===== src/hdl/assert_macros.svh =====
// ----------------------------------------------------------------------------
// Assertion macros
// Shared concurrent assertion shorthands, clocked on clk, disabled in reset.
// ----------------------------------------------------------------------------
`ifndef ASSERT_MACROS_SVH
`define ASSERT_MACROS_SVH

// property must hold at every clock edge outside reset
`define RFP_ASSERT(label, prop, msg) \
  label: assert property (@(posedge clk) disable iff (!rst_n) prop) else $error(msg);

// expression must never be true outside reset
`define RFP_ASSERT_NEVER(label, expr, msg) \
  label: assert property (@(posedge clk) disable iff (!rst_n) !(expr)) else $error(msg);

`endif


===== src/hdl/rfp_div.sv =====
// ----------------------------------------------------------------------------
// rfp_div
// Pipelined restoring divider, one quotient bit per stage, with sideband and
// trailing delay stages so that several dividers line up at a common depth.
// ----------------------------------------------------------------------------
`timescale 1ns / 1ps

module rfp_div #(
  parameter int DW  = 32,
  parameter int QW  = 29,
  parameter int LAT = 52,
  parameter int SW  = 1
) (
  input  logic          clk,
  input  logic          en,
  input  logic [DW-1:0] rem0,     // must be below divisor
  input  logic [QW-1:0] qd0,      // low dividend bits
  input  logic [DW-1:0] divisor,
  input  logic [SW-1:0] side_in,
  output logic [QW-1:0] quo,
  output logic [SW-1:0] side_out
);

  logic [DW-1:0] rem_r  [LAT];
  logic [DW-1:0] div_r  [LAT];
  logic [QW-1:0] qd_r   [LAT];
  logic [SW-1:0] side_r [LAT];

  for (genvar i = 0; i < LAT; i++) begin : g_st
    logic [DW-1:0] rem_src, div_src, rem_nxt;
    logic [QW-1:0] qd_src, qd_nxt;
    logic [SW-1:0] side_src;

    if (i == 0) begin : g_first
      assign rem_src  = rem0;
      assign div_src  = divisor;
      assign qd_src   = qd0;
      assign side_src = side_in;
    end else begin : g_next
      assign rem_src  = rem_r[i-1];
      assign div_src  = div_r[i-1];
      assign qd_src   = qd_r[i-1];
      assign side_src = side_r[i-1];
    end

    if (i < QW) begin : g_div
      logic [DW:0] trial, sub;
      logic        ge;
      assign trial   = {rem_src, qd_src[QW-1]};
      assign ge      = trial >= {1'b0, div_src};
      assign sub     = trial - {1'b0, div_src};
      assign rem_nxt = ge ? sub[DW-1:0] : trial[DW-1:0];
      assign qd_nxt  = {qd_src[QW-2:0], ge};
    end else begin : g_hold
      assign rem_nxt = rem_src;
      assign qd_nxt  = qd_src;
    end

    always_ff @(posedge clk) begin
      if (en) begin
        rem_r[i]  <= rem_nxt;
        div_r[i]  <= div_src;
        qd_r[i]   <= qd_nxt;
        side_r[i] <= side_src;
      end
    end
  end

  assign quo      = qd_r[LAT-1];
  assign side_out = side_r[LAT-1];

endmodule


===== config.mk =====
export PLATFORM = sky130hd
export DESIGN_NAME = rfp_div
export DESIGN_NICKNAME = d
export VERILOG_FILES = /design/src/hdl/assert_macros.svh /design/src/hdl/rfp_div.sv
export SDC_FILE = /design/constraint.sdc
export NUM_CORES = 2
export LEC_CHECK = 0
export BUFFER_PORTS_ARGS = -buffer_cell sky130_fd_sc_hd__buf_2
export CORE_UTILIZATION = 30
export CTS_CLUSTER_SIZE = 16
export DETAILED_ROUTE_END_ITERATION = 10
export PLACE_DENSITY = 0.43
export SLEW_MARGIN = 20
export SYNTH_ARGS = -nofsm -noshare
export SYNTH_HDL_FRONTEND = slang
export SYNTH_MEMORY_MAX_BITS = 65536
export SYNTH_SLANG_ARGS = --single-unit

===== constraint.sdc =====
create_clock -name clk -period 10.55 [get_ports clk]
set_clock_uncertainty 0.15 [all_clocks]
set_input_delay 1.055 -clock clk [delete_from_list [all_inputs] [get_ports clk]]
set_output_delay 1.055 -clock clk [all_outputs]
set_load 0.005 [all_outputs]

Word level (Yosys, flattened, before mapping):

Memories as Yosys holds them, arrays and structs flattened.
Index checks and enable logic that the tools add are counted.
Widths: inputs -> output; s select.

* output and inout port bits: 30
* memories: 4
* flip-flop bits (word level): 0
* logic and storage cells: 93
* memory bits (writable): 4888
* latch bits: 0
* input bits: 96
* ROM bits: 0

Memories
* div_r: depth 52, width 32, rd ports 51, clocked after memory_dff 0, write ports 52, RTL line rfp_div.sv:25 `logic [DW-1:0] div_r [LAT];`
* rem_r: depth 52, width 32, rd ports 51, clocked after memory_dff 0, write ports 52, RTL line rfp_div.sv:24 `logic [DW-1:0] rem_r [LAT];`
* qd_r: depth 52, width 29, rd ports 52, clocked after memory_dff 0, write ports 52, RTL line rfp_div.sv:26 `logic [QW-1:0] qd_r [LAT];`
* side_r: depth 52, width 1, rd ports 52, clocked after memory_dff 0, write ports 52, RTL line rfp_div.sv:27 `logic [SW-1:0] side_r [LAT];`

* $lt $le $gt $ge: 29
* reduce and logical (&&, ||, !) cells: 0
* mux-type cells: 31
* $add $sub $neg: 29
* multipliers: 0
* div/mod/pow operators: 0
* bitwise logic cells: 0
* shift-type cells: 0
* eq/ne operators: 0

Operators with widths (count)
* $ge 33x32->1: 29
* $mux 32: 29
* $sub 32x32->32: 29
* $mux 1: 2

Longest topological paths before layout:

* depth in word-level cells: 2
* mapped depth: 15

Least setup slack after synthesis:

No wires, ideal clock.

* path type: input port to flip-flop
* from: input port divisor[1]
* to: memory rem_r[0][0], data pin
* path buffers: 2
* stages: 13
* data arrival time: 3.627 ns
* setup time: 0.267 ns
* slack: 6.507 ns
* data required time: 10.133 ns
* cell sequence: inv_1 ha_1 nor2b_1 o31a_1 o311ai_0 a21o_1 nand4_1 a21o_1 a21boi_0 o31a_1 clkbuf_1 clkbuf_1 o21ai_0

RTL lines
* from (decl): RTL line rfp_div.sv:18 `input logic [DW-1:0] divisor,`
* to (decl): RTL line rfp_div.sv:24

==> metrics.txt <==
outcome completed; Final Max Slew Viols 0; synth cell count leaders edfxtp_1, inv_1, ha_1; ys async rst share 0%; via total after detailed routing 92778; DRC Markers 0; layout cells sized above 1 10.4%; pwr/cell area 302 nW/um^2; Post-synth EDFFs 3352; Fin Setup TNS 0 ns; Synth Cell Area 160000 sq um; TritonCTS clock tree built; buffers plus inverters on the worst setup path 1; Clock Path Buffers 4; antenna violations before repair 11; RSZ-0062 raised after global routing false; final worst slack 5.47 ns; Worst path max stage delay 0.80 ns; Core ar. 529000 sq um; HPWL after DPL 263000 um; Iteration-0 DRC Markers 6210; PostCTS Resize Cnt 0; CTS buffer count 401; Worst VDD drop 0.144 mV; Total Power 54.8 mW; Main synth FF type edfxtp_1; Synth Area per Inst 13.1 sq um; Routed WL 366000 um; gp weighted congestion 0.840; grt ovf 0; Synthesized Nets 13201; antenna viol nets, final 0; final hold viol count 0; Worst path top cell family by delay compound AO/OA/AOI/OAI gates; Die Ht 731 um; clock sink count 3352; Critical Path RT 11.10 ns; clk root buf clkbuf_16; PortBufs 125; most frequent CP cell a21oi_1; drt pass-1 iters 6; Slowest-stage cell, CP o311ai_2; top-count cell post-synth edfxtp_1; All-Layer GR Usage 13.3%; Mapped Cells 12149; Place WS 5.38 ns; Synth Warn # 0; sequential share of the synthesized area 63.1%; DP Area 169000 sq um; DIE AREA 535000 sq um; Via density 4.67; Initial Util 30.2%; Rel. slew slack 21.9%; row cnt 267; Ports 126; achievable frequency 197 MHz; Tightest Pin Transition 1.14 ns; CP Launch Type flip-flop; fin crit share 48.2%; clock slew at reported path FFs 0.06 ns; max cap viols 0; NumNets Final 13577; worst-path maximum fanout 43; final instance area 182000 sq um; Worst Hold Class in2reg; largest cells by area after synthesis edfxtp_1, ha_1, mux2_2; CP arrival 5.63 ns; WS Path Type reg2reg; first-pass GRT wire length 559000 um; Chip Width 731 um; post-synth top area cell edfxtp_1; fin crit period 5.08 ns; LEAKAGE 70.1 nW; Netlist cell types 84; pin count of the biggest net entering global routing 183; Critical Path End Type flip-flop; area growth from synthesis to layout 13.9%; drt wl/cell 18.4 um; Critical Path, Cell by Cell ha_1 -> nand4_1 -> or3b_2 -> a21oi_1 -> o211ai_1 -> and3_1 -> a31oi_1 -> a21oi_1 -> o311ai_2 -> buf_4 -> mux2_2; vias in the first global route 92679; setup violators final 0; Clock Latency Late Sink 0.99 ns; htree depth 5; top cell type's share of synthesized area 63.1%; post-synthesis register bit count 3352
## state kept, by name (all words and copies together) (netlist names)
register and cells:
div_r 896, qd_r 1508, rem_r 896, side_r 52
## stage by stage
stage          util (%)  hold WS (ns)  instances
2_1_floorplan         -         0.250      12149
3_3_place_gp       31.9         0.250      19097
3_5_place_dp       31.9         0.255      19097
4_1_cts            34.3      0.000598      19846
5_1_grt            34.3        0.0437      19848
6_report           34.3         0.121      19851
## per-layer routing
metal / share of wire, % / wire length [um] / GRT usage (%) / vias to the layer above
met5: 0.0046 / 17 / 0 / -
met4: 3.1 / 11400 / 4.09 / 2
met3: 3.6 / 13200 / 2.00 / 582
met2: 49 / 179000 / 23.2 / 1413
met1: 44 / 162000 / 17.0 / 44799
li1: - / - / - / 45982
## power by group
part | switching [mW] | internal (mW) | total (mW)
Clock | 5.63 | 7.64 | 13.3
Sequential | 1.60 | 18.6 | 20.2
Combinational | 12.0 | 9.37 | 21.4
## cell usage in the layout (no fill, tap or decap), drive strengths merged, types with 285 or more instances in the layout
master,instances
a21o,472
a21oi,847
clkbuf,491
edfxtp,3352
ha,928
inv,1187
mux2,484
nand2,773
nor2,499
o21ai,691
xnor2,473
xor2,285
## logic make-up (layout without fill, tap and decap cells)
family / Yosys count / after routing / synth area share [%]
AO/OA/AOI/OAI: 2837 / 2837 / 11.2
XOR/XNOR: 758 / 758 / 4.16
adder cells (fa/ha/maj): 956 / 956 / 7.63
buffers and inverters: 1429 / 2132 / 3.42
flip-flops: 3352 / 3352 / 63.1
multiplexers: 533 / 533 / 3.72
other: 0 / 5 / 0
AND/OR/NAND/NOR: 2284 / 2284 / 6.84
## final cells by class
| cell class | instances | area, sq um |
|---|---|---|
| fillers | 52062 | 347000 |
| repair buffers | 227 | 1620 |
| flip-flops and latches | 3352 | 101000 |
| multi-input cells | 7368 | 53700 |
| diodes | 5 | 12.5 |
| well taps | 6994 | 8750 |
| clock buffers | 491 | 10400 |
| clock inverters | 239 | 2100 |
| inverters | 1175 | 4410 |
## final timing paths
check / from / end / slack [ns] / cells after the start
setup reg to reg: rem_r[21][7] / rem_r[22][12] / 5.47 / 11
hold / removal: qd0[18] / qd_r[0][19] / 0.12 / 1
hold reg to reg: qd_r[4][74] / qd_r[4][104] / 0.23 / 0
setup / recovery: rem_r[21][7] / rem_r[22][12] / 5.47 / 11
## timing repair
item | 4_1_cts | 5_1_grt
hold buffers | 19 | 0
endpoints found under the hold margin | 19 | 0
buffers inserted | 0 | 0
No activity file was read; power rests on OpenSTA's default activity.
